==> src/hw/rtl/cau_pkg.sv <==
package cau_pkg;

  localparam int DataW = 32;
  localparam int FracW = 16;
  localparam int ProdW = 2 * DataW;
  localparam int SumW  = ProdW + 1;
  localparam int RemW  = SumW + FracW;
  localparam int QW    = DataW;
  localparam int DshW  = ProdW + DataW - 1;
  localparam int CmpW  = ProdW + DataW;
  // front stages: product, sum, magnitude, divide setup; then one stage per
  // quotient bit; then the output register
  localparam int NumStages = 5 + QW;

  typedef enum logic [1:0] {
    OP_ADD = 2'd0,
    OP_SUB = 2'd1,
    OP_MUL = 2'd2,
    OP_DIV = 2'd3
  } op_e;

  typedef enum logic [1:0] {
    ST_OK   = 2'd0,
    ST_DIV0 = 2'd1,
    ST_SAT  = 2'd2
  } status_e;

  typedef struct packed {
    op_e                      op;
    logic                     zero;
    logic signed [ProdW-1:0]  rr;
    logic signed [ProdW-1:0]  ii;
    logic signed [ProdW-1:0]  ri;
    logic signed [ProdW-1:0]  ir;
    logic        [ProdW-1:0]  bb;
    logic        [ProdW-1:0]  cc;
    logic signed [DataW:0]    s_re;
    logic signed [DataW:0]    s_im;
  } prod_t;

  typedef struct packed {
    op_e                     op;
    logic                    zero;
    logic signed [SumW-1:0]  re;
    logic signed [SumW-1:0]  im;
    logic        [ProdW-1:0] den;
  } sum_t;

  typedef struct packed {
    op_e              op;
    logic             zero;
    logic             neg_re;
    logic             neg_im;
    logic [SumW-1:0]  mre;
    logic [SumW-1:0]  mim;
    logic [ProdW-1:0] den;
  } mag_t;

  typedef struct packed {
    op_e             op;
    logic            zero;
    logic            neg_re;
    logic            neg_im;
    logic            ovf_re;
    logic            ovf_im;
    logic [RemW-1:0] rem_re;
    logic [RemW-1:0] rem_im;
    logic [DshW-1:0] dsh;
    logic [QW-1:0]   q_re;
    logic [QW-1:0]   q_im;
  } div_t;

  // Saturate a sign and magnitude to the signed data range; MSB is the flag.
  function automatic logic [DataW:0] sat_fn(input logic neg, input logic [SumW-1:0] m);
    logic [SumW-1:0]  lim;
    logic [DataW-1:0] v;
    logic             flag;
    lim  = SumW'(1) << (DataW - 1);
    flag = (m > lim) || ((m == lim) && !neg);
    if (flag) begin
      v = neg ? {1'b1, {(DataW-1){1'b0}}} : {1'b0, {(DataW-1){1'b1}}};
    end else begin
      v = neg ? (~m[DataW-1:0] + DataW'(1)) : m[DataW-1:0];
    end
    return {flag, v};
  endfunction

endpackage

==> src/hw/rtl/cau_sat.sv <==
module cau_sat import cau_pkg::*; (
  input  logic                    clk_i,
  input  logic                    en_i,
  input  div_t                    div_i,
  output logic signed [DataW-1:0] re_o,
  output logic signed [DataW-1:0] im_o,
  output status_e                 status_o
);

  logic [SumW-1:0] m_re, m_im;
  logic [DataW:0]  s_re, s_im;
  logic [DataW-1:0] re_d, re_q, im_d, im_q;
  status_e st_d, st_q;

  // pick the final magnitude and clamp it
  always_comb begin
    if (div_i.op == OP_DIV) begin
      m_re = div_i.ovf_re ? (SumW'(1) << DataW) : SumW'(div_i.q_re);
      m_im = div_i.ovf_im ? (SumW'(1) << DataW) : SumW'(div_i.q_im);
    end else begin
      m_re = div_i.rem_re[SumW-1:0];
      m_im = div_i.rem_im[SumW-1:0];
    end
    s_re = sat_fn(div_i.neg_re, m_re);
    s_im = sat_fn(div_i.neg_im, m_im);
    if ((div_i.op == OP_DIV) && div_i.zero) begin
      re_d = '0;
      im_d = '0;
      st_d = ST_DIV0;
    end else begin
      re_d = s_re[DataW-1:0];
      im_d = s_im[DataW-1:0];
      st_d = (s_re[DataW] || s_im[DataW]) ? ST_SAT : ST_OK;
    end
  end

  always_ff @(posedge clk_i) begin
    if (en_i) begin
      re_q <= re_d;
      im_q <= im_d;
      st_q <= st_d;
    end
  end

  assign re_o     = $signed(re_q);
  assign im_o     = $signed(im_q);
  assign status_o = st_q;

endmodule

==> config.mk <==
export PLATFORM = sky130hd
export DESIGN_NAME = cau_sat
export DESIGN_NICKNAME = d
export VERILOG_FILES = /design/src/hw/rtl/cau_pkg.sv /design/src/hw/rtl/cau_sat.sv
export SDC_FILE = /design/constraint.sdc
export NUM_CORES = 1
export LEC_CHECK = 0
export ABC_AREA = 1
export BUFFER_PORTS_ARGS = -buffer_cell sky130_fd_sc_hd__buf_4
export CORE_AREA = 2 2 152 154
export CTS_BUF_LIST = sky130_fd_sc_hd__clkbuf_4 sky130_fd_sc_hd__clkbuf_8 sky130_fd_sc_hd__clkbuf_16
export DETAILED_ROUTE_END_ITERATION = 16
export DIE_AREA = 0 0 154 156
export HOLD_SLACK_MARGIN = 0.08
export PLACE_DENSITY_LB_ADDON = 0.25
export SLEW_MARGIN = 30
export SYNTH_ARGS = -nofsm -noshare
export SYNTH_HDL_FRONTEND = slang
export SYNTH_SLANG_ARGS = --single-unit
==> constraint.sdc <==
create_clock -name clk_i -period 2.3 [get_ports clk_i]
set_input_delay 0.115 -clock clk_i [delete_from_list [all_inputs] [get_ports clk_i]]
set_output_delay 0.115 -clock clk_i [all_outputs]
set_load 0.01 [all_outputs]
==> results.yml, run 1 <==
synth:
  synthSimpleGateAreaFrac_pct: 43.5
  synth-edff-count: 66
  synth_flop_cell: "edfxtp_1"
  yosys_warnings: 0
  synthMuxAreaShare_pct: 0
  synth_nets: 1373
  synth_xor_area_share_pct: 2.14
  ys_seq_elements: 66
  syn_area_um2: 6560
  synth_top_family_by_area: "simple AND/OR/NAND/NOR gates"
  ys_seq_area_share_pct: 30.2
  synth_fa_ha_area_share_pct: 0.381
  syn_avg_cell_area_um2: 6.30
  syn_inst: 1041
  yosysUniqueCellTypes: 35
  ys_async_sr_fraction_pct: 0
  synth_compound_area_share_pct: 13.3
detailed_routing:
  wl_met2_um: 9930
  routed.top_layer: "met4"
  drtIter0Drc: 632
  num_vias: 7901
  drt_wl_total_um: 25600
  firstDrtPassIters: 5
  viasPerCell: 4.63
  wl_per_cell_um: 15.0
  wl_met1_um: 13100
  ant_nets: 0
  met3_length_um: 2300
  drc: 0
grt:
  grt_pass1_wl_um: 38400
  grt_max_degree: 67
  track_usage_pct: 20.5
  grt_pass1_vias: 6980
  antenna_found_initial: 0
  overflow: 0
die:
  coreArea_um2: 22400
  die_h_um: 156
  start_util_pct: 29.3
  die_area_um2: 24000
  rows: 55
  pin_count: 396
  fp.dieW_um: 154
outcome:
  run_status: "complete, no violations"
final_layout:
  fin_nets: 1750
  most-common-layout-cells: "buf_4, nand2_1, nor2_1, inv_1, edfxtp_1"
  syn_to_final_growth_pct: 54.5
  final_core_util_pct: 45.3
  final_common_cell: "buf_4"
  stdcell_area_um2: 10100
  n_antenna_cell: 0
  drive_gt1_share_pct: 35.8
clock_tree:
  cts.sinks: 66
  cts_tree: "done"
  clk_path_buf_depth: 2
  hold_buffers: 0
  clockRootBuffer: "clkbuf_16"
  numCtsBuffers: 9
  cts_setup_buffers: 0
  htreeDepth: 3
  clkTransAtPathRegs_ns: 0.05
critical_path:
  path_class: "input port to flop"
  critPathCaptureType: "flop"
  worst-path-max-fanout: 23
  critPathLaunchType: "input port"
  crit_arrival_ns: 2.27
  cp.required_ns: 2.46
worst_hold_path:
  hold_path_class: "input port to flop"
placed_design:
  gp_congestion: 0.981
  hpwl_um: 21900
  port-buffer-count: 268
  place_area_um2: 9830
timing:
  tightest_slew_ns: 0.824
  fmax_mhz: 473
  rsz0062_at_grt: "no"
  setup-violations-final: 0
  relSlewSlack_pct: 45.1
  fin_crit_sh_pct: 92.0
  fin_crit_ns: 2.12
  drv_slew: 0
  hold_viol_final: 0
job:
  drv_cap: 0
pwr:
  p_leak_nw: 4.92
  power.density_nw_per_um2: 432
  max-vdd-ir-drop_mv: 0.358
[worst paths after layout]
check        from                     end  slack, ns  cells after the start
max    div_i[326]   re_o[9]$_SDFFCE_PP0P_       0.18                     15
min    div_i[325]  im_o[10]$_SDFFCE_PP0P_       0.31                      4
[cells by family after synthesis]
family,Yosys count
AOI/OAI and AO/OA,150
xor gates and xnor gates,16
adders and majority gates,2
buffers and inverters,143
DFF,66
and+or+nand+nor,664
[registers in the layout (all words and copies together), names as in the netlist]
signal,cells
status_o,2
re_o,32
im_o,32
[stage by stage]
stage / worst slack [ns] / power (mW) / TNS, ns / cells / hold WS [ns]
floorplan: 0.286 / 2.21 / 0 / 1041 / 0.227
global placement: -0.236 / 3.08 / -6.75 / 1692 / 0.525
detailed placement: -0.253 / 3.09 / -8.10 / 1692 / 0.524
CTS: 0.0867 / 4.39 / 0 / 1708 / 0.308
global route: 0.0350 / 4.61 / 0 / 1708 / 0.360
finish: 0.185 / 4.38 / 0 / 1708 / 0.312
[layout make-up]
type                    instances  area (µm²)
inverters                      95         357
multi-input cells             832        3910
flip-flops and latches         66        1980
repair buffers                414        3240
clock buffers                  10         233
clock inverters                 6        57.6
fillers                      2347       12200
well taps                     285         357
[repair_timing]
item / CTS / global route
gates resized for setup: 0 / 4
endpoints found under the hold margin: 0 / 0
setup endpoints to repair: 0 / 23
[critical path: stages]
cell,delay [ns]
buf_4,0.12
nand2_8,0.11
inv_2,0.13
buf_12,0.17
nor2_1,0.05
a21oi_1,0.28
nand2_1,0.12
nor2_1,0.13
nand2_1,0.08
nor2_2,0.22
nand3_2,0.12
nand2_4,0.15
buf_12,0.18
nand3_1,0.10
a21oi_1,0.18
[power breakdown]
group | internal [mW] | switching, mW | leakage (nW)
logic | 0.774 | 0.817 | 4.13
clock network | 0.841 | 0.461 | 0.145
registers | 1.45 | 0.0311 | 0.643
[routing by layer]
layer  vias to the layer above  global-route usage [%]
met2                       336                    27.9
li1                       4094                       -
met1                      3455                    33.2
met3                        16                    3.39
met5                         -                       0
met4                         0                    3.87
[Yosys cell counts (2+ instances only)]
cell,count,area (µm²)
buf_2,10,50.1
xnor2_1,2,17.5
or2_2,3,18.8
nor2_4,2,22.5
o21bai_1,3,22.5
ha_1,2,25.0
buf_1,6,22.5
buf_6,12,135
nand3_1,65,325
clkbuf_1,11,41.3
edfxtp_1,66,1980
o21ai_0,31,155
a21boi_2,3,33.8
nor2_1,179,672
nand4_1,10,62.6
inv_1,87,327
nor2_2,11,68.8
nand2_2,4,25.0
a21oi_1,65,325
nor3b_1,2,15.0
inv_2,8,30.0
o21ai_1,22,110
nand3b_1,7,52.6
nand3_2,19,190
a21oi_2,22,193
xor2_1,14,123
nand2_4,3,33.8
o21ai_2,2,17.5
nand2_1,357,1340
buf_8,2,30.0
buf_4,7,52.6
No activity file was read; power rests on OpenSTA's default activity.
==> run 2, diff against run 1 <==
--- a/config.mk
+++ b/config.mk
@@ -7,10 +7,10 @@
 export LEC_CHECK = 0
 export ABC_AREA = 1
 export BUFFER_PORTS_ARGS = -buffer_cell sky130_fd_sc_hd__buf_4
-export CORE_AREA = 2 2 152 154
-export CTS_BUF_LIST = sky130_fd_sc_hd__clkbuf_4 sky130_fd_sc_hd__clkbuf_8 sky130_fd_sc_hd__clkbuf_16
+export CORE_AREA = 2 2 155 157
+export CTS_BUF_LIST = sky130_fd_sc_hd__clkbuf_2 sky130_fd_sc_hd__clkbuf_4 sky130_fd_sc_hd__clkbuf_8
 export DETAILED_ROUTE_END_ITERATION = 16
-export DIE_AREA = 0 0 154 156
+export DIE_AREA = 0 0 157 159
 export HOLD_SLACK_MARGIN = 0.08
 export PLACE_DENSITY_LB_ADDON = 0.25
 export SLEW_MARGIN = 30
==> run 2 against run 1 <==
  * Cell area is 0.26% lower
  * Global-route usage decreased by 0.16 points
  * Sequential share of layout area is 0.051 points higher
==> results.yml, run 2 (synthesis gave the netlist of run 1 again) <==
timing:
  hold_viol_final: 0
  rsz0062_at_grt: "no"
  fin_setup_tns_ns: 0
  drv_slew: 0
  fin_crit_ns: 2.12
  tightest_slew_ns: 0.476
  fmax_mhz: 472
  relSlewSlack_pct: 67.9
  setup-violations-final: 0
  fin_crit_sh_pct: 92.1
critical_path:
  crit_arrival_ns: 2.29
  path_class: "input port to flop"
  cp_slowest_stage_delay_ns: 0.26
  critPathCaptureType: "flop"
  worst-path-max-fanout: 19
  crit_chain: "buf_4 > nand2_4 > buf_4 > buf_4 > nor2_8 > a21boi_1 > nand2_1 > nor2_1 > nand2_1 > nor2_2 > nand3_2 > nand2_4 > buf_4 > nand2_1 > a21oi_2"
  cp.required_ns: 2.48
  critPathLaunchType: "input port"
  cpMostUsedCell: "buf_4"
  critPathSlowestCell: "a21boi_1"
placed_design:
  port-buffer-count: 268
  place_area_um2: 9890
  hpwl_um: 22300
  gp_congestion: 0.967
  dp_cells: 1732
grt:
  grt_max_degree: 40
  track_usage_pct: 20.3
  grt_pass1_wl_um: 39500
  overflow: 0
  antenna_found_initial: 0
  grt_pass1_vias: 7223
final_layout:
  stdcell_area_um2: 10100
  drive_gt1_share_pct: 36.0
  fin_nets: 1756
  final_common_cell: "buf_4"
  final_cells: 1748
  syn_to_final_growth_pct: 54.1
  n_antenna_cell: 0
  most-common-layout-cells: "buf_4, nand2_1, nor2_1, inv_1, edfxtp_1"
worst_hold_path:
  worstHoldEndpoint: "re_o[21]$_SDFFCE_PP0P_"
  hold_depth: 1
  hold_path_class: "input port to flop"
  min_from: "en_i"
clock_tree:
  clk_path_buf_depth: 2
  numCtsBuffers: 9
  clockRootBuffer: "clkbuf_8"
  htreeDepth: 3
  hold_buffers: 0
  cts_tree: "done"
  clkTransAtPathRegs_ns: 0.07
  cts.sinks: 66
detailed_routing:
  drtIter0Drc: 586
  drt_wl_total_um: 25800
  num_vias: 7847
  firstDrtPassIters: 5
  ant_nets: 0
  drc: 0
  wl_per_cell_um: 14.8
  viasPerCell: 4.49
die:
  fp.dieW_um: 157
  die_h_um: 159
  rows: 56
  start_util_pct: 28.3
  coreArea_um2: 23200
  die_area_um2: 25000
  pin_count: 396
outcome:
  run_status: "complete, no violations"
pwr:
  p_leak_nw: 4.90
  max-vdd-ir-drop_mv: 0.265
  power.density_nw_per_um2: 408
  power.total_mw: 4.12
job:
  drv_cap: 0
-- run 2: changes by cell type in the layout (fill, tap and decap cells not counted), sizes merged --
cell and delta:
buf +6, bufinv +1, clkbuf -1
-- run 2: worst max path at each step --
stage                     from                endpoint  slack [ns]
finish              div_i[326]  im_o[12]$_SDFFCE_PP0P_        0.18
detailed placement  div_i[326]  im_o[17]$_SDFFCE_PP0P_       -0.12
global route        div_i[326]  im_o[17]$_SDFFCE_PP0P_        0.01
CTS                 div_i[326]  im_o[17]$_SDFFCE_PP0P_        0.21
global placement    div_i[326]  im_o[17]$_SDFFCE_PP0P_       -0.11
floorplan           div_i[326]  im_o[30]$_SDFFCE_PP0P_        0.29
-- run 2: metrics by stage --
step / util, % / setup slack (ns) / hold WS (ns)
2_1_floorplan: - / 0.286 / 0.227
3_3_place_gp: 42.6 / -0.109 / 0.526
3_5_place_dp: 42.6 / -0.125 / 0.525
4_1_cts: 43.6 / 0.208 / 0.219
5_1_grt: 43.6 / 0.0121 / 0.235
6_report: 43.6 / 0.183 / 0.228
-- run 2: cell type report --
| cell class | instances | area (µm²) |
|---|---|---|
| clock buffers | 9 | 124 |
| clock inverters | 7 | 93.8 |
| fillers | 2494 | 13100 |
| inverters | 95 | 357 |
| multi-input cells | 832 | 3900 |
| flip-flops and latches | 66 | 1980 |
| well taps | 319 | 399 |
| repair buffers | 420 | 3250 |
-- run 2: layer usage --
layer,track usage (%),wire length (µm),share of wire [%]
met3,3.29,2170,8.4
met2,27.8,10200,39
met5,0,0,0
met4,3.13,104,0.40
met1,33.3,13300,52
-- run 2: repair_timing --
action,in CTS,in global routing
buffers inserted,0,0
resized for setup,0,2
endpoints found under the setup margin,0,2
-- run 2: worst max-delay path: cells and delay by family --
family | cells | cell delay (ns)
and+or+nand+nor | 9 | 1.04
buffers and inverters | 4 | 0.68
AOI/OAI and AO/OA | 2 | 0.42
-- run 2: report_power, final --
part	switching, mW	total, mW	internal [mW]
Sequential	0.0321	1.48	1.45
Clock	0.431	1.04	0.608
Combinational	0.822	1.61	0.783
