$ cat config.mk
export PLATFORM = sky130hd
export DESIGN_NAME = cau_div_step
export DESIGN_NICKNAME = d
export VERILOG_FILES = /design/src/hw/rtl/cau_pkg.sv /design/src/hw/rtl/cau_div_step.sv
export SDC_FILE = /design/constraint.sdc
export NUM_CORES = 1
export LEC_CHECK = 0
export BUFFER_PORTS_ARGS = -buffer_cell sky130_fd_sc_hd__buf_2
export CORE_AREA = 2 2 260 262
export CTS_CLUSTER_DIAMETER = 100
export CTS_CLUSTER_SIZE = 16
export DETAILED_ROUTE_END_ITERATION = 7
export DIE_AREA = 0 0 262 264
export MAX_ROUTING_LAYER = met4
export PLACE_DENSITY_LB_ADDON = 0.05
export SLEW_MARGIN = 20
export SYNTH_ARGS = -nofsm -noshare
export SYNTH_HDL_FRONTEND = slang
export SYNTH_SLANG_ARGS = --single-unit
$ cat constraint.sdc
create_clock -name clk_i -period 10.01 [get_ports clk_i]
set_input_delay 3.003 -clock clk_i [delete_from_list [all_inputs] [get_ports clk_i]]
set_output_delay 3.003 -clock clk_i [all_outputs]
set_load 0.1 [all_outputs]
$ cat src/hw/rtl/cau_pkg.sv
package cau_pkg;

  localparam int DataW = 32;
  localparam int FracW = 16;
  localparam int ProdW = 2 * DataW;
  localparam int SumW  = ProdW + 1;
  localparam int RemW  = SumW + FracW;
  localparam int QW    = DataW;
  localparam int DshW  = ProdW + DataW - 1;
  localparam int CmpW  = ProdW + DataW;
  // front stages: product, sum, magnitude, divide setup; then one stage per
  // quotient bit; then the output register
  localparam int NumStages = 5 + QW;

  typedef enum logic [1:0] {
    OP_ADD = 2'd0,
    OP_SUB = 2'd1,
    OP_MUL = 2'd2,
    OP_DIV = 2'd3
  } op_e;

  typedef enum logic [1:0] {
    ST_OK   = 2'd0,
    ST_DIV0 = 2'd1,
    ST_SAT  = 2'd2
  } status_e;

  typedef struct packed {
    op_e                      op;
    logic                     zero;
    logic signed [ProdW-1:0]  rr;
    logic signed [ProdW-1:0]  ii;
    logic signed [ProdW-1:0]  ri;
    logic signed [ProdW-1:0]  ir;
    logic        [ProdW-1:0]  bb;
    logic        [ProdW-1:0]  cc;
    logic signed [DataW:0]    s_re;
    logic signed [DataW:0]    s_im;
  } prod_t;

  typedef struct packed {
    op_e                     op;
    logic                    zero;
    logic signed [SumW-1:0]  re;
    logic signed [SumW-1:0]  im;
    logic        [ProdW-1:0] den;
  } sum_t;

  typedef struct packed {
    op_e              op;
    logic             zero;
    logic             neg_re;
    logic             neg_im;
    logic [SumW-1:0]  mre;
    logic [SumW-1:0]  mim;
    logic [ProdW-1:0] den;
  } mag_t;

  typedef struct packed {
    op_e             op;
    logic            zero;
    logic            neg_re;
    logic            neg_im;
    logic            ovf_re;
    logic            ovf_im;
    logic [RemW-1:0] rem_re;
    logic [RemW-1:0] rem_im;
    logic [DshW-1:0] dsh;
    logic [QW-1:0]   q_re;
    logic [QW-1:0]   q_im;
  } div_t;

  // Saturate a sign and magnitude to the signed data range; MSB is the flag.
  function automatic logic [DataW:0] sat_fn(input logic neg, input logic [SumW-1:0] m);
    logic [SumW-1:0]  lim;
    logic [DataW-1:0] v;
    logic             flag;
    lim  = SumW'(1) << (DataW - 1);
    flag = (m > lim) || ((m == lim) && !neg);
    if (flag) begin
      v = neg ? {1'b1, {(DataW-1){1'b0}}} : {1'b0, {(DataW-1){1'b1}}};
    end else begin
      v = neg ? (~m[DataW-1:0] + DataW'(1)) : m[DataW-1:0];
    end
    return {flag, v};
  endfunction

endpackage

$ cat src/hw/rtl/cau_div_step.sv
module cau_div_step import cau_pkg::*; (
  input  logic clk_i,
  input  logic en_i,
  input  div_t div_i,
  output div_t div_o
);

  div_t div_d, div_q;
  logic take_re, take_im;

  // one restoring step for each part; other operations pass through
  always_comb begin
    take_re = (div_i.op == OP_DIV) && (DshW'(div_i.rem_re) >= div_i.dsh);
    take_im = (div_i.op == OP_DIV) && (DshW'(div_i.rem_im) >= div_i.dsh);
    div_d        = div_i;
    div_d.dsh    = div_i.dsh >> 1;
    div_d.q_re   = {div_i.q_re[QW-2:0], take_re};
    div_d.q_im   = {div_i.q_im[QW-2:0], take_im};
    if (take_re) begin
      div_d.rem_re = RemW'(DshW'(div_i.rem_re) - div_i.dsh);
    end
    if (take_im) begin
      div_d.rem_im = RemW'(DshW'(div_i.rem_im) - div_i.dsh);
    end
  end

  always_ff @(posedge clk_i) begin
    if (en_i) begin
      div_q <= div_d;
    end
  end

  assign div_o = div_q;

endmodule

==> results.yml, run 1 <==
routing:
  vias_per_cell: 5.30
  routed_wirelength_normalized_by_instance_count_um: 23.2
  via_count: 20300
  drc_errors: 0
  wirelength_um: 88900
  drt_pass1_iterations: 6
  final_antenna_net_count: 0
  drt_first_iter_violations: 1651
critical_path:
  crit_path_frequent_cell: "sky130_fd_sc_hd__a21o_1"
  worst_setup_path_start_kind: "input pin"
  critical_path_arrival_ns: 7.29
  cp_cell_sequence: "buf_2 > inv_1 > ha_1 > a21o_1 > a21o_1 > a221oi_2 > nand2_1 > a2111oi_2 > nor3_1 > o31ai_2 > a21o_4 > buf_4 > o21ai_0"
  critical_path_required_ns: 10.33
  category_of_the_most_critical_setup_path: "input pin to flip-flop"
  critPathMaxFanout: 104
  setup.worst_path.start: "div_i[116]"
  timing.critical_path.to_type: "flip-flop"
  critPathMaxStageDelay_ns: 0.82
  crit_slowest_cell: "sky130_fd_sc_hd__a21o_4"
timing:
  slew_headroom_pct: 33.3
  report.final.setup_viol: 0
  fmax_ghz: 0.143
  max_slew.worst_pin.slew_ns: 0.986
  finalHoldViolations: 0
  number_of_slew_limit_violations_in_the_final_report: 0
  fin_crit_ns: 6.97
  min_period_over_period_pct: 69.7
  final.setup.tns_ns: 0
  setup_repair_after_global_routing_missed_its_margin: "no"
power:
  irDropWorstVdd_mv: 0.139
  power.switching_mw: 1.99
  switching_share_pct: 43.5
  clock_power_share_pct: 24.3
  intPower_mw: 2.59
  pwr_density_cell_mw_per_mm2: 170
  flop_pwr_share_pct: 36.2
  power.combinational.fraction_pct: 39.5
  total_leakage_power_nw: 11.7
cells_and_area:
  mostFrequentLayoutCell: "sky130_fd_sc_hd__buf_2"
  drive_gt1_share_pct: 25.1
  most_frequent_cells_in_the_layout: "653 x sky130_fd_sc_hd__buf_2, 328 x sky130_fd_sc_hd__nand2_1, 327 x sky130_fd_sc_hd__edfxtp_1"
  nFillCells: 6809
  largest_reg_flops: 327
  num-nets-final: 3427
  finish.utilization_pct: 40.5
  syn2layout_area_growth_pct: 21.7
placed_design:
  detailedPlacementHpwl_um: 73700
  port_buffers: 654
  gpl.final_weighted_congestion: 0.954
yosys:
  synthesis.instances: 2345
  synth_xor_xnor_area_share_pct: 5.86
  mappedNetlistNets: 2839
  yosysWarningCount: 0
  ys_seq_elements: 327
  synth_area_per_inst_um2: 9.44
  post_synth_and_or_nand_nor_area_fraction_pct: 14.2
  netlist_area_mm2: 0.0221
  postSynth.asyncResetShare_pct: 0
  number_of_enable_flip_flop_cells_after_synthesis: 327
  synth-seq-area-share_pct: 44.4
  synthAdderAreaFrac_pct: 9.34
  yosys-mux-area-fraction_pct: 0.249
  dominant_combinational_cell_family_by_area_after_synthesis: "compound AO/OA/AOI/OAI gates"
  post_synth_num_cell_types: 82
  synth-compound-area-share_pct: 21.3
  synth_top_flop_cell: "sky130_fd_sc_hd__edfxtp_1"
grt:
  grt_max_degree: 147
  grt_pass1_wl_um: 129000
  grt_antenna_before_repair: 25
  grt_usage_pct: 25.4
  grt_remaining_overflow: 0
  via_count_of_the_first_global_routing_pass: 19900
cts:
  tritoncts.num_buffers: 28
  cts-hold-fix-buffers: 0
  clock_tree.buffer_depth: 3
  cts_post_setup_buffers_inserted: 0
  path_clk_slew_ns: 0.08
  cts-root-buf: "sky130_fd_sc_hd__clkbuf_16"
  tritoncts_clock_tree: "done"
  cts_resized: 0
  htree_levels: 1
  numClockSinks: 327
hold_path:
  holdCritPathClass: "input pin to flip-flop"
  min_from: "div_i[28]"
die:
  initial_utilization_pct: 33.2
  floorplan.die.width_um: 262
  die_height_um: 264
  design.core.area_mm2: 0.0666
  die-area_mm2: 0.0692
  std_cell_rows: 95
  top_level_ports: 658
outcome:
  outcome: "finished clean"
job:
  maxCapViolCount: 0
## final timing paths
| path | end | cells after the start |
|---|---|---|
| worst max-delay path | div_o[171]$_DFFE_PP_ | 13 |
| worst min-delay path | div_o[29]$_DFFE_PP_ | 1 |
## Yosys cell counts, types with 20 or more instances
cell	instances	area, um2
sky130_fd_sc_hd__nand2_1	328	1230
sky130_fd_sc_hd__o21ai_0	251	1260
sky130_fd_sc_hd__clkbuf_1	67	251
sky130_fd_sc_hd__nor3_1	38	190
sky130_fd_sc_hd__xnor2_1	89	780
sky130_fd_sc_hd__a21o_1	60	450
sky130_fd_sc_hd__edfxtp_1	327	9820
sky130_fd_sc_hd__nand4_1	63	394
sky130_fd_sc_hd__xor2_1	59	517
sky130_fd_sc_hd__a211oi_1	20	150
sky130_fd_sc_hd__ha_1	162	2030
sky130_fd_sc_hd__nand3_1	33	165
sky130_fd_sc_hd__nor2_1	135	507
sky130_fd_sc_hd__o21ai_1	28	140
sky130_fd_sc_hd__a21oi_1	214	1070
sky130_fd_sc_hd__inv_1	131	492
sky130_fd_sc_hd__o21bai_1	40	300
## metal layers
| metal | wire (um) | global-route usage [%] |
|---|---|---|
| met1 | 39100 | 33.3 |
| met2 | 42800 | 42.3 |
| met3 | 5850 | 3.91 |
| met4 | 1190 | 3.71 |
| met5 | 0 | - |
## final cells by class
| class | instances | area [um2] | area share, % |
|---|---|---|---|
| flip-flops and latches | 327 | 9820 | 36.5 |
| clock buffers | 29 | 726 | 2.69 |
| inverters | 133 | 502 | 1.86 |
| repair buffers | 664 | 3370 | 12.5 |
| well taps | 873 | 1090 | 4.06 |
| clock inverters | 9 | 119 | 0.441 |
| multi-input cells | 1779 | 11300 | 41.9 |
| diodes | 11 | 27.5 | 0.102 |
## power by group through the flow
| stage | clock network [mW] | logic (mW) | registers, mW |
|---|---|---|---|
| 5_1_grt | 1.20 | 1.91 | 1.67 |
| 6_report | 1.11 | 1.81 | 1.66 |
| 2_1_floorplan | 0 | 0.585 | 2.46 |
| 3_3_place_gp | 0 | 1.80 | 1.69 |
| 3_5_place_dp | 0 | 1.80 | 1.69 |
| 4_1_cts | 1.15 | 1.80 | 1.66 |
## per-stage QoR
step / area (um2) / hold WS (ns) / setup slack, ns / total power [mW] / cells
after floorplan: 22100 / 3.10 / 4.14 / 3.05 / 2345
after global placement: 26100 / 3.18 / 2.44 / 3.48 / 3776
after detailed placement: 26100 / 3.18 / 2.39 / 3.48 / 3776
after CTS: 26900 / 2.54 / 3.03 / 4.61 / 3814
after global routing: 26900 / 2.55 / 2.59 / 4.78 / 3824
final: 26900 / 2.58 / 3.04 / 4.58 / 3825
## worst max-delay path: cells and delay by family
family | cells | cell delay, ns
fa+ha+maj | 1 | 0.48
simple gates | 2 | 0.29
buf+inv | 3 | 0.79
compound gates | 7 | 2.62
## cell families (layout without fill, tap and decap cells)
kind of cell    Yosys count  after routing
compound gates          768            768
xor+xnor                148            148
fa+ha+maj               164            164
buf+inv                 239            835
flops                   327            327
mux                       5              5
other cells               1             12
simple gates            693            693
Power figures use the tool's default switching activity.
==> run 2, diff against run 1 <==
Clock period 10.01 ns to 7.1 ns, I/O delays scaled along.
==> run 2 against run 1 <==
Net effect:
- worst hold slack got worse by 0.88 ns
- wire length up 0.98%
- critical path type unchanged
- count of clock-buffer cells in the layout did not move
- largest power group unchanged
- sequential power increased by 41%
- cell area grew 0.48%
- critical path depth rose by 1
- worst setup slack worse by 1.6 ns
- global-route usage grew 0.16 points
==> results.yml, run 2 (same netlist as run 1, synthesis figures left out) <==
timing:
  fin_crit_ns: 5.61
  number_of_slew_limit_violations_in_the_final_report: 0
  slew_headroom_pct: 40.5
  final.setup.tns_ns: 0
  report.final.setup_viol: 0
  finalHoldViolations: 0
  max_slew.worst_pin.slew_ns: 0.883
  setup_repair_after_global_routing_missed_its_margin: "no"
  fmax_ghz: 0.178
  min_period_over_period_pct: 79.1
power:
  flop_pwr_share_pct: 36.2
  clock_power_share_pct: 24.2
  switching_share_pct: 43.9
  total_leakage_power_nw: 11.8
  irDropWorstVdd_mv: 0.164
  power.combinational.fraction_pct: 39.6
  power.switching_mw: 2.84
  pwr_density_cell_mw_per_mm2: 238
  intPower_mw: 3.62
cells_and_area:
  mostFrequentLayoutCell: "sky130_fd_sc_hd__buf_2"
  syn2layout_area_growth_pct: 22.3
  largest_reg_flops: 327
  final_area_mm2: 0.0271
  num-nets-final: 3437
  most_frequent_cells_in_the_layout: "653 x sky130_fd_sc_hd__buf_2, 328 x sky130_fd_sc_hd__nand2_1, 327 x sky130_fd_sc_hd__edfxtp_1"
  drive_gt1_share_pct: 25.3
routing:
  drt_pass1_iterations: 6
  final_antenna_net_count: 0
  drc_errors: 0
  drt_first_iter_violations: 1613
  vias_per_cell: 5.30
  routed_wirelength_normalized_by_instance_count_um: 23.4
  via_count: 20300
  wirelength_um: 89800
hold_path:
  min_from: "div_i[5]"
  holdCritPathClass: "input pin to flip-flop"
cts:
  tritoncts_clock_tree: "done"
  cts_resized: 0
  cts-hold-fix-buffers: 0
  clock_tree.buffer_depth: 3
  cts-root-buf: "sky130_fd_sc_hd__clkbuf_16"
  htree_levels: 1
  numClockSinks: 327
  path_clk_slew_ns: 0.07
  cts_post_setup_buffers_inserted: 0
  tritoncts.num_buffers: 29
die:
  top_level_ports: 658
  floorplan.die.width_um: 262
  die_height_um: 264
  std_cell_rows: 95
  die-area_mm2: 0.0692
  initial_utilization_pct: 33.2
  design.core.area_mm2: 0.0666
grt:
  grt_max_degree: 98
  grt_remaining_overflow: 0
  grt_antenna_before_repair: 23
  via_count_of_the_first_global_routing_pass: 19900
  grt_pass1_wl_um: 130000
  grt_usage_pct: 25.6
job:
  maxCapViolCount: 0
critical_path:
  worst_setup_path_start_kind: "input pin"
  category_of_the_most_critical_setup_path: "input pin to flip-flop"
  setup.worst_path.start: "div_i[80]"
  critPathMaxFanout: 7
  critical_path_required_ns: 7.44
  critical_path_arrival_ns: 5.96
  timing.critical_path.to_type: "flip-flop"
placed_design:
  port_buffers: 654
  dpl_cell_area_mm2: 0.0262
  gpl.final_weighted_congestion: 0.941
  detailedPlacementHpwl_um: 74100
outcome:
  outcome: "finished clean"
==> run 2: cell types whose count changed in the layout (fill, tap and decap cells not counted) <==
cell and delta:
sky130_fd_sc_hd__bufinv_16 -1, sky130_fd_sc_hd__buf_4 +4, sky130_fd_sc_hd__inv_8 -1, sky130_fd_sc_hd__inv_6 -1, sky130_fd_sc_hd__clkinvlp_4 +1, sky130_fd_sc_hd__buf_12 +5, sky130_fd_sc_hd__clkinv_1 +2, sky130_fd_sc_hd__clkinv_8 +2
sky130_fd_sc_hd__diode_2 -1, sky130_fd_sc_hd__clkinv_2 +1
==> run 2: worst paths after layout <==
path | slack, ns | endpoint | cells after the start
worst max-delay path | 1.49 | div_o[298]$_DFFE_PP_ | 14
worst min-delay path | 1.70 | div_o[6]$_DFFE_PP_ | 1
==> run 2: worst max-delay path: stages <==
cell and delay [ns]:
sky130_fd_sc_hd__buf_2 0.10, sky130_fd_sc_hd__inv_1 0.08, sky130_fd_sc_hd__ha_1 0.38, sky130_fd_sc_hd__a21oi_1 0.28
sky130_fd_sc_hd__o21ai_1 0.18, sky130_fd_sc_hd__a2111oi_2 0.54, sky130_fd_sc_hd__o211a_1 0.23, sky130_fd_sc_hd__o21a_1 0.31
sky130_fd_sc_hd__o311ai_4 0.22, sky130_fd_sc_hd__a31o_4 0.33, sky130_fd_sc_hd__a21boi_4 0.37, sky130_fd_sc_hd__inv_2 0.28
sky130_fd_sc_hd__o2111a_1 0.23, sky130_fd_sc_hd__a221o_1 0.28
==> run 2: cell type report <==
cell class | instances | area [um2]
fill | 6858 | 39500
timing repair buffer | 673 | 3500
antenna | 10 | 25.0
clock inverter | 12 | 121
sequential | 327 | 9820
inverter | 133 | 502
multi-input combinational | 1779 | 11300
clock buffer | 29 | 726
tap | 873 | 1090
==> run 2: routing by layer <==
metal / up-vias / global-route usage, % / wire (um)
li1: 9812 / - / -
met2: 796 / 42.3 / 42700
met1: 9630 / 33.7 / 39400
met5: - / - / 0
met4: 0 / 4.41 / 1640
met3: 102 / 3.46 / 5960
==> run 2: stage by stage <==
step | power (mW) | worst slack (ns) | hold WS [ns] | util, % | cells
after floorplan | 4.29 | 2.10 | 2.23 | - | 2345
after global placement | 4.92 | 0.956 | 2.31 | 39.4 | 3785
final | 6.45 | 1.49 | 1.70 | 40.7 | 3836
after global routing | 6.74 | 1.33 | 1.66 | 40.7 | 3834
after detailed placement | 4.92 | 0.960 | 2.31 | 39.4 | 3785
after CTS | 6.50 | 1.59 | 1.66 | 40.6 | 3826
==> run 2: power groups by stage <==
stage | Combinational [mW] | Sequential (mW) | Clock [mW]
floorplan | 0.825 | 3.47 | 0
global placement | 2.55 | 2.38 | 0
detailed placement | 2.54 | 2.38 | 0
CTS | 2.55 | 2.34 | 1.62
global route | 2.71 | 2.35 | 1.68
finish | 2.56 | 2.34 | 1.56
