**config.mk**
```make
export PLATFORM = sky130hd
export DESIGN_NAME = cau_prep
export DESIGN_NICKNAME = d
export VERILOG_FILES = /design/src/hw/rtl/cau_pkg.sv /design/src/hw/rtl/cau_prep.sv
export SDC_FILE = /design/constraint.sdc
export NUM_CORES = 1
export LEC_CHECK = 0
export BUFFER_PORTS_ARGS = -buffer_cell sky130_fd_sc_hd__buf_4
export CORE_AREA = 2 2 206 208
export DETAILED_ROUTE_END_ITERATION = 8
export DIE_AREA = 0 0 208 210
export PLACE_DENSITY = 0.77
export RECOVER_POWER = 25
export SLEW_MARGIN = 5
export SYNTH_ARGS = -nofsm -noshare
export SYNTH_HDL_FRONTEND = slang
export SYNTH_SLANG_ARGS = --single-unit
export TNS_END_PERCENT = 50
```
**constraint.sdc**
```tcl
create_clock -name clk_i -period 6.44 [get_ports clk_i]
set_input_delay 0.644 -clock clk_i [delete_from_list [all_inputs] [get_ports clk_i]]
set_output_delay 0.644 -clock clk_i [all_outputs]
set_load 0.01 [all_outputs]
```
**src/hw/rtl/cau_pkg.sv**
```systemverilog
package cau_pkg;

  localparam int DataW = 32;
  localparam int FracW = 16;
  localparam int ProdW = 2 * DataW;
  localparam int SumW  = ProdW + 1;
  localparam int RemW  = SumW + FracW;
  localparam int QW    = DataW;
  localparam int DshW  = ProdW + DataW - 1;
  localparam int CmpW  = ProdW + DataW;
  // front stages: product, sum, magnitude, divide setup; then one stage per
  // quotient bit; then the output register
  localparam int NumStages = 5 + QW;

  typedef enum logic [1:0] {
    OP_ADD = 2'd0,
    OP_SUB = 2'd1,
    OP_MUL = 2'd2,
    OP_DIV = 2'd3
  } op_e;

  typedef enum logic [1:0] {
    ST_OK   = 2'd0,
    ST_DIV0 = 2'd1,
    ST_SAT  = 2'd2
  } status_e;

  typedef struct packed {
    op_e                      op;
    logic                     zero;
    logic signed [ProdW-1:0]  rr;
    logic signed [ProdW-1:0]  ii;
    logic signed [ProdW-1:0]  ri;
    logic signed [ProdW-1:0]  ir;
    logic        [ProdW-1:0]  bb;
    logic        [ProdW-1:0]  cc;
    logic signed [DataW:0]    s_re;
    logic signed [DataW:0]    s_im;
  } prod_t;

  typedef struct packed {
    op_e                     op;
    logic                    zero;
    logic signed [SumW-1:0]  re;
    logic signed [SumW-1:0]  im;
    logic        [ProdW-1:0] den;
  } sum_t;

  typedef struct packed {
    op_e              op;
    logic             zero;
    logic             neg_re;
    logic             neg_im;
    logic [SumW-1:0]  mre;
    logic [SumW-1:0]  mim;
    logic [ProdW-1:0] den;
  } mag_t;

  typedef struct packed {
    op_e             op;
    logic            zero;
    logic            neg_re;
    logic            neg_im;
    logic            ovf_re;
    logic            ovf_im;
    logic [RemW-1:0] rem_re;
    logic [RemW-1:0] rem_im;
    logic [DshW-1:0] dsh;
    logic [QW-1:0]   q_re;
    logic [QW-1:0]   q_im;
  } div_t;

  // Saturate a sign and magnitude to the signed data range; MSB is the flag.
  function automatic logic [DataW:0] sat_fn(input logic neg, input logic [SumW-1:0] m);
    logic [SumW-1:0]  lim;
    logic [DataW-1:0] v;
    logic             flag;
    lim  = SumW'(1) << (DataW - 1);
    flag = (m > lim) || ((m == lim) && !neg);
    if (flag) begin
      v = neg ? {1'b1, {(DataW-1){1'b0}}} : {1'b0, {(DataW-1){1'b1}}};
    end else begin
      v = neg ? (~m[DataW-1:0] + DataW'(1)) : m[DataW-1:0];
    end
    return {flag, v};
  endfunction

endpackage

```
**src/hw/rtl/cau_prep.sv**
```systemverilog
module cau_prep import cau_pkg::*; (
  input  logic clk_i,
  input  logic en_c_i,
  input  logic en_d_i,
  input  sum_t sum_i,
  output div_t div_o
);

  mag_t mag_d, mag_q;
  div_t div_d, div_q;
  logic [RemW-1:0] num_re, num_im;

  // split into sign and magnitude
  always_comb begin
    mag_d.op     = sum_i.op;
    mag_d.zero   = sum_i.zero;
    mag_d.den    = sum_i.den;
    mag_d.neg_re = sum_i.re[SumW-1];
    mag_d.neg_im = sum_i.im[SumW-1];
    mag_d.mre    = sum_i.re[SumW-1] ? $unsigned(-sum_i.re) : $unsigned(sum_i.re);
    mag_d.mim    = sum_i.im[SumW-1] ? $unsigned(-sum_i.im) : $unsigned(sum_i.im);
  end

  always_ff @(posedge clk_i) begin
    if (en_c_i) begin
      mag_q <= mag_d;
    end
  end

  // scale numerators for divide or products for multiply, detect quotients too wide, align the divisor
  always_comb begin
    num_re        = RemW'(mag_q.mre) << FracW;
    num_im        = RemW'(mag_q.mim) << FracW;
    div_d.op      = mag_q.op;
    div_d.zero    = mag_q.zero;
    div_d.neg_re  = mag_q.neg_re;
    div_d.neg_im  = mag_q.neg_im;
    div_d.dsh     = DshW'(mag_q.den) << (DataW - 1);
    div_d.q_re    = '0;
    div_d.q_im    = '0;
    div_d.ovf_re  = 1'b0;
    div_d.ovf_im  = 1'b0;
    case (mag_q.op)
      OP_DIV: begin
        div_d.rem_re = num_re;
        div_d.rem_im = num_im;
        div_d.ovf_re = CmpW'(num_re) >= {mag_q.den, {DataW{1'b0}}};
        div_d.ovf_im = CmpW'(num_im) >= {mag_q.den, {DataW{1'b0}}};
      end
      OP_MUL: begin
        div_d.rem_re = RemW'(mag_q.mre >> FracW);
        div_d.rem_im = RemW'(mag_q.mim >> FracW);
      end
      default: begin
        div_d.rem_re = RemW'(mag_q.mre);
        div_d.rem_im = RemW'(mag_q.mim);
      end
    endcase
  end

  always_ff @(posedge clk_i) begin
    if (en_d_i) begin
      div_q <= div_d;
    end
  end

  assign div_o = div_q;

endmodule

```
==> results.toml, run 1 <==
[timing]
hold_viol = 0
finClkSkew_ns = 0.01117
timing.final.crit_period_ns = 3.278
rsz0062_at_grt = "no"
whs_ns = 0.2703
fin_crit_sh_pct = 50.90
setup_violations = 0
maxSlewHeadroom_pct = -76.76
max_freq_ghz = 0.3051
tns_ns = 0
maxSlewViolCount = 132
tightest_slew_ns = 2.651

[setup_path]
crit_family = "buffers and inverters"
r2r_start = "mag_q[146]"
crit_path_start = "sum_i[193]"
end_kind = "flop"
cp_num_buf_inv = 1
cp-start-kind = "input port"
cp_cell_sequence = "clkbuf_1 > o31ai_1 > nand3_1 > nor2_1 > nand2_1 > o21ai_0 > xnor2_1"
max_stage_delay_ns = 1.85
rrSetupSlack_ns = 3.38
crit_fanout = 65
r2r_end = "div_o[322]"
required_ns = 6.76
cp_slowest_cell = "clkbuf_1"
arrival_ns = 3.59
path_depth = 7
rr_worst_depth = 9
path_class = "input port to flop"

[final_layout]
final_common_cell = "edfxtp_1"
n_fill_cell = 3135
final_cells = 2691
final_cell_mix = "edfxtp_1, buf_4, nand2_1, xnor2_1, inv_1"
drive_above_1_share_pct = 24.27
nets = 2416
areaGrowthSynthToFinish_pct = 23.32
final_area_sq_um = 26160

[clock_tree]
htree_levels = 2
clk_path_buf_depth = 3
insertion_delay_ns = 0.57
cts_buffers = 46
clkTransAtPathRegs_ns = 0.06
postCtsSetupRepairBufs = 0
ctsHoldBuffers = 0
ctsRootBufferMaster = "clkbuf_16"
cts_tree = "built"
clock_sinks = 432
ctsResizeCount = 0

[routing]
met1_length_microns = 24230
drt_pass1_iterations = 5
remaining_drc_errors = 0
totalWireLength_microns = 65590
drt_iter0_drc = 1603
vias = 15500
route.met3.wl_microns = 6881
dr_wl_met2_microns = 31200
wl_per_cell_microns = 24.37
topRoutingLayerUsed = "met5"
ant_nets = 0
via_per_inst = 5.761

[min_path]
holdPathEnd = "div_d[121]"
whs_path_depth = 1
hold_class = "input port to flop"
holdCritStartpoint = "sum_i[26]"

[placed_design]
hpwl_microns = 48320
dp_cells = 2607
io_buffer_count = 432
dpl_cell_area_sq_um = 24620
gp_congestion = 0.9576

[global_routing]
antenna_found_initial = 3
grt_max_degree = 232
grt_pass1_vias = 14780
grt_first_pass_wirelength_microns = 94810
grtUsageTotal_pct = 29.40
grt-ovfl-total = 0

[logic_synthesis]
avgSynthCellArea_sq_um = 12.54
netlist_area_sq_um = 21210
ys_ff_latch = 432
postSynth.asyncResetShare_pct = 0
ys_top_cells_by_area = "edfxtp_1, ha_1, xnor2_1, buf_4, mux2i_1"
synthCells = 1692
synth_top_area_share_pct = 61.16
synth_edf_count = 432
yosysSeqAreaShare_pct = 61.16
yosysUniqueCellTypes = 64
synth_top_flop_cell = "edfxtp_1"
synth_top_cell_by_area = "edfxtp_1"
yosysWarnings = 0

[floorplan]
start_util_pct = 51.14
die_h_microns = 210
coreArea_sq_um = 41480
die_x_microns = 208
dieArea_sq_um = 43680
io_pins = 528
row_count = 75

[status]
status = "complete, but fails checks"
violations = "capacitance limit, slew limit"

[run]
drv_cap = 2

[pwr]
leakage_nw = 10.73
p_per_area_nw_per_um2 = 288.0
fin_total_pwr_mw = 7.533
ir_drop_v = 0.0001610
## cells by family (layout without fill, tap and decap cells)
| group | after synthesis | count (layout) | share of synthesized area, % |
|---|---|---|---|
| multiplexers | 66 | 66 | 3.115 |
| other | 1 | 96 | 0.01768 |
| AO/OA/AOI/OAI | 317 | 317 | 8.937 |
| adder cells (fa/ha/maj) | 100 | 100 | 5.899 |
| AND/OR/NAND/NOR | 375 | 375 | 9.090 |
| buffers and inverters | 277 | 642 | 6.660 |
| flip-flops | 432 | 432 | 61.16 |
| XOR/XNOR | 124 | 124 | 5.120 |
## worst max path at each step
| stage | to | slack, ns |
|---|---|---|
| after CTS | mag_q[192] | 3.24 |
| final | mag_q[183] | 3.16 |
| after global routing | mag_q[192] | 2.99 |
| after floorplan | mag_q[187] | 3.03 |
| after global placement | mag_q[122] | 2.74 |
| after detailed placement | mag_q[192] | 2.64 |
## per-layer routing
metal / vias to the layer above / track usage, %
met1: 7429 / 37.76
met5: - / 0
met3: 172 / 5.930
li1: 6867 / -
met4: 4 / 14.60
met2: 1032 / 47.89
## layout make-up
cell class	instances	area [sq um]	area share, %
inverter	120	450.4	1.722
tap	539	674.4	2.578
multi-input combinational	1077	7181	27.45
clock inverter	29	321.6	1.229
sequential	432	12970	49.60
timing repair buffer	439	3309	12.65
antenna	1	2.502	0.009567
clock buffer	54	1245	4.760
## report_power, final
group	total, mW	internal [mW]	leakage (nW)	switching, mW
logic	1.09	0.478	5.70	0.608
registers	3.69	3.42	4.27	0.267
clock network	2.76	1.66	0.767	1.10
## flip-flops by register name, indices dropped and copies added, names as in the netlist
register	flops
div_d	69
div_o	233
mag_q	130
## per-stage QoR
stage | setup slack, ns | util, %
after floorplan | 3.032 | -
after global placement | 2.743 | 59.37
after detailed placement | 2.644 | 59.37
after CTS | 3.243 | 63.15
after global routing | 2.988 | 63.06
final | 3.162 | 63.06
## cells in the mapped netlist (9+ instances only)
cell type and number:
nor3_1 12, inv_1 120, xnor2_1 122, clkbuf_1 54, or4_1 16, nor2_1 85, o21ai_0 115, a21o_1 11
and3_1 33, nand4_1 15, o31ai_1 37, buf_4 95, nor4_1 21, nand3_1 15, ha_1 100, nand2_1 122
mux2i_1 66, a21oi_1 107, o41ai_1 17, edfxtp_1 432, or3_1 15, nand2b_1 9
Note: power is estimated with default switching activity, not from simulation.
==> inputs of run 2 (changes only) <==
CORE_AREA = default   (was 2 2 206 208)
CORE_UTILIZATION = 49   (was default)
DIE_AREA = default   (was 0 0 208 210)
clock period = 2.88 ns   (was 6.44 ns; I/O delays follow)
==> results.toml, run 2 (synthesis results as in run 1) <==
[clock_tree]
clkTransAtPathRegs_ns = 0.06
clock_sinks = 432
ctsRootBufferMaster = "clkbuf_16"
insertion_delay_ns = 0.60
htree_levels = 2
cts_buffers = 46
cts_tree = "built"
clk_path_buf_depth = 3

[pwr]
ir_drop_v = 0.0004189
p_clk_share_pct = 36.0
p_per_area_nw_per_um2 = 612.4
p_switching_mw = 4.591
leakage_nw = 11.69
sw_frac_of_total_pct = 26.76
internal-power_mw = 12.57
power_frac_seq_pct = 47.9
power_frac_comb_pct = 16.0
fin_total_pwr_mw = 17.16

[floorplan]
die_x_microns = 210.1
dieArea_sq_um = 44120
coreArea_sq_um = 42320
start_util_pct = 50.12
die_h_microns = 210.1
io_pins = 528
row_count = 75

[routing]
vias = 16220
drt_iter0_drc = 1668
drt_pass1_iterations = 5
wl_per_cell_microns = 24.13
totalWireLength_microns = 70320
ant_nets = 0
remaining_drc_errors = 0
via_per_inst = 5.567

[timing]
finalWorstSetupSlack_ns = -0.04116
maxSlewHeadroom_pct = -64.18
fin_crit_sh_pct = 101.4
maxSlewViolCount = 84
timing.final.crit_period_ns = 2.921
finClkSkew_ns = 0.03918
tightest_slew_ns = 2.463
setup_violations = 1
rsz0062_at_grt = "yes"
hold_viol = 0
max_freq_ghz = 0.3423

[final_layout]
final_cell_mix = "buf_4, edfxtp_1, nand2_1, xnor2_1, inv_1"
final_common_cell = "buf_4"
drive_above_1_share_pct = 27.60
final_util_pct = 66.19
largest_reg_flops = 233
final_cells = 2914
n_antenna_cell = 0
n_fill_cell = 3045
final_area_sq_um = 28010
nets = 2603
areaGrowthSynthToFinish_pct = 32.08

[global_routing]
grtUsageTotal_pct = 31.30
met2_usage_pct = 52.37
grt_max_degree = 121
grt-ovfl-total = 0
grtUsageMet3_pct = 6.213
grt_pass1_vias = 16130
grtUsageMet1_pct = 38.85
busiest_layer = "met2"
antenna_found_initial = 1
grt_first_pass_wirelength_microns = 100900

[placed_design]
dpl_cell_area_sq_um = 25450
io_buffer_count = 432
hpwl_microns = 52330
gp_congestion = 0.9485
dp_cells = 2742

[setup_path]
path_depth = 9
rr_worst_depth = 10
path_class = "input port to flop"
crit_fanout = 5
path_common_cell = "or3_4"
end_kind = "flop"
max_stage_delay_ns = 0.55
cp_slowest_cell = "dlygate4sd3_1"
cp_num_buf_inv = 2
cp-start-kind = "input port"
required_ns = 3.21
cp_cell_sequence = "dlygate4sd3_1 > buf_4 > or4_4 > or3_4 > or4_4 > or3_4 > or3_4 > o21ai_4 > xnor2_2"
crit_family = "simple AND/OR/NAND/NOR gates"
arrival_ns = 3.26

[run]
drv_cap = 2

[status]
violations = "capacitance limit, slew limit, setup timing"
status = "complete, but fails checks"

[min_path]
hold_class = "input port to flop"
whs_path_depth = 2
-- run 2: changes by cell type in the layout (fill, tap and decap cells not counted), sizes merged, moves of 2 or more --
cell / change
clkbuf: -75
inv: +2
clkinvlp: +2
buf: +168
dlygate4sd3: +88
-- run 2: repair_timing --
item                                    4_1_cts  5_1_grt
gates resized for setup                       2       15
setup buffers                                 0        2
hold buffers                                 88        0
endpoints found under the setup margin        1        6
endpoints found under the hold margin        89        0
pin swaps                                     0        1
-- run 2: worst register-to-register path, cell delays in order (launching register included) --
cell and delay (ns):
edfxtp_1 0.49, ha_1 0.36, nand4_1 0.15, nor2_2 0.21
nand3_1 0.15, o41ai_4 0.29, a2111oi_4 0.10, nor4b_1 0.34
buf_4 0.20, o2111ai_1 0.11, a21oi_1 0.22
-- run 2: layout make-up --
class	instances	area (sq um)	share of cell area, %
clock buffers	49	1162	4.149
clock inverters	33	402.9	1.438
inverters	120	450.4	1.608
multi-input cells	1077	7302	26.07
flip-flops and latches	432	12970	46.31
well taps	577	721.9	2.577
repair buffers	626	5002	17.86
-- run 2: power by group through the flow --
stage	clock network [mW]	logic, mW	registers (mW)
final	6.18	2.75	8.22
after global routing	6.47	2.97	8.25
after CTS	6.25	2.70	8.21
after detailed placement	0	2.58	8.34
after global placement	0	2.49	8.33
after floorplan	0	1.18	8.16
-- run 2: per-stage QoR --
stage / setup WS (ns) / hold slack [ns] / setup TNS [ns]
2_1_floorplan: -0.1719 / 0.3869 / -0.9546
3_3_place_gp: -0.4109 / 0.4023 / -8.668
3_5_place_dp: -0.3958 / 0.4061 / -10.44
4_1_cts: 0.005694 / 0.0001594 / 0
5_1_grt: -0.07435 / 0.01310 / -0.2185
6_report: -0.04116 / 0.02279 / -0.04116
-- run 2: layer usage --
| layer | vias to the layer above | share of wire [%] |
|---|---|---|
| li1 | 7237 | - |
| met1 | 7852 | 37 |
| met2 | 973 | 49 |
| met3 | 161 | 9.4 |
| met4 | 0 | 4.7 |
| met5 | - | 0 |
-- run 2: worst paths after layout --
kind,from,end,slack [ns]
setup reg to reg,mag_q[160],div_o[322],0.11
hold reg to reg,div_d[324],div_o[324],0.42
hold / removal,sum_i[75],mag_q[75],0.02
setup / recovery,sum_i[114],mag_q[127],-0.04
==> inputs of run 3 (changes only) <==
CORE_AREA = 2 2 208 210   (was default)
CORE_UTILIZATION = default   (was 49)
DIE_AREA = 0 0 210 212   (was default)
PLACE_DENSITY = 0.76   (was 0.77)
clock period = 3.1 ns   (was 2.88 ns; I/O delays follow)
==> results.toml, run 3 (synthesis results as in run 1) <==
[timing]
fin_crit_sh_pct = 95.33
timing.final.crit_period_ns = 2.955
whs_ns = 0.03435
max_freq_ghz = 0.3384
hold_viol = 0
maxSlewHeadroom_pct = -75.16
maxSlewViolCount = 226
tightest_slew_ns = 2.627
rsz0062_at_grt = "no"
finClkSkew_ns = 0.01844
setup_violations = 0

[global_routing]
grtUsageTotal_pct = 30.96
antenna_found_initial = 0
grt_max_degree = 231
grt_first_pass_wirelength_microns = 99940
grt-ovfl-total = 0
grt_pass1_vias = 15680

[placed_design]
dp_cells = 2684
gp_congestion = 0.9068
io_buffer_count = 432
hpwl_microns = 51810
dpl_cell_area_sq_um = 25180

[pwr]
leakage_nw = 11.29
fin_total_pwr_mw = 15.47
ir_drop_v = 0.0003545
p_per_area_nw_per_um2 = 567.3

[setup_path]
path_depth = 12
cp-start-kind = "flop"
arrival_ns = 3.26
r2r_start = "div_d[96]"
end_kind = "flop"
crit_fanout = 2
rr_worst_depth = 12
max_stage_delay_ns = 0.51
rrSetupSlack_ns = 0.14
crit_family = "compound AO/OA/AOI/OAI gates"
cp_num_buf_inv = 3
r2r_end = "div_o[322]"
cp_cell_sequence = "inv_1 > ha_1 > nor2b_1 > o211ai_1 > a21oi_1 > a211o_1 > a2111oi_1 > buf_4 > nor4b_1 > buf_4 > o2111ai_1 > a21oi_1"
path_class = "flop to flop"
cp_slowest_cell = "a2111oi_1"
required_ns = 3.40

[min_path]
hold_class = "input port to flop"
holdCritStartpoint = "sum_i[119]"
whs_path_depth = 2
holdPathEnd = "mag_q[119]"

[floorplan]
dieArea_sq_um = 44520
die_x_microns = 210
io_pins = 528
coreArea_sq_um = 42510
die_h_microns = 212
row_count = 76
start_util_pct = 49.90

[routing]
met1_length_microns = 27440
topRoutingLayerUsed = "met4"
totalWireLength_microns = 70050
route.met3.wl_microns = 5352
drt_pass1_iterations = 5
via_per_inst = 5.615
vias = 15910
remaining_drc_errors = 0
dr_wl_met2_microns = 34150
wl_per_cell_microns = 24.72
ant_nets = 0
drt_iter0_drc = 1616

[clock_tree]
ctsRootBufferMaster = "clkbuf_16"
htree_levels = 2
insertion_delay_ns = 0.58
cts_tree = "built"
clkTransAtPathRegs_ns = 0.06
cts_buffers = 46
clk_path_buf_depth = 3
postCtsSetupRepairBufs = 0
clock_sinks = 432

[final_layout]
final_util_pct = 64.15
drive_above_1_share_pct = 25.67
final_area_sq_um = 27270
areaGrowthSynthToFinish_pct = 28.55
final_common_cell = "buf_4"
final_cells = 2834
nets = 2555
final_cell_mix = "buf_4, edfxtp_1, nand2_1, xnor2_1, inv_1"
largest_reg_flops = 233

[status]
status = "complete, but fails checks"
violations = "capacitance limit, slew limit"

[run]
drv_cap = 3
==> run 3: changes by cell type in the layout (fill, tap and decap cells not counted), sizes merged, moves of 2 or more <==
cell	delta
buf	-97
bufinv	-4
clkinvlp	-2
dlygate4sd3	-19
clkbuf	+74
==> run 3: worst max-delay path by stage <==
| stage | startpoint | to |
|---|---|---|
| 2_1_floorplan | sum_i[141] | mag_q[187] |
| 3_3_place_gp | sum_i[82] | mag_q[118] |
| 3_5_place_dp | sum_i[92] | mag_q[121] |
| 4_1_cts | div_d[96] | div_o[322] |
| 5_1_grt | div_d[96] | div_o[322] |
| 6_report | div_d[96] | div_o[322] |
==> run 3: final cells by class <==
| type | count | area [sq um] |
|---|---|---|
| Antenna cell | 1 | 2.502 |
| Clock inverter | 26 | 226.5 |
| Multi-Input combinational cell | 1077 | 7182 |
| Timing Repair Buffer | 578 | 4547 |
| Tap cell | 546 | 683.2 |
| Clock buffer | 54 | 1202 |
| Sequential cell | 432 | 12970 |
| Fill cell | 3152 | 15240 |
| Inverter | 120 | 450.4 |
==> run 3: repair_timing <==
action / 4_1_cts / 5_1_grt
endpoints found under the hold margin: 69 / 0
endpoints found under the setup margin: 0 / 1
hold buffers: 69 / 0
resized for setup: 0 / 1
==> run 3: power breakdown <==
group	internal (mW)	switching, mW	total [mW]
combinational	1.10	1.34	2.45
sequential	7.12	0.540	7.66
clock	3.09	2.28	5.37
total	11.3	4.16	15.5
==> run 3: routing by layer <==
layer	up-vias	track usage (%)
met1	7722	39.30
li1	7147	-
met3	167	5.258
met2	876	52.32
met4	0	14.11
met5	-	0
==> run 3: metrics by stage <==
step	worst slack (ns)	setup TNS, ns
2_1_floorplan	0.02612	0
3_5_place_dp	-0.2090	-3.192
6_report	0.1447	0
4_1_cts	0.04562	0
5_1_grt	0.06404	0
3_3_place_gp	-0.1983	-1.508
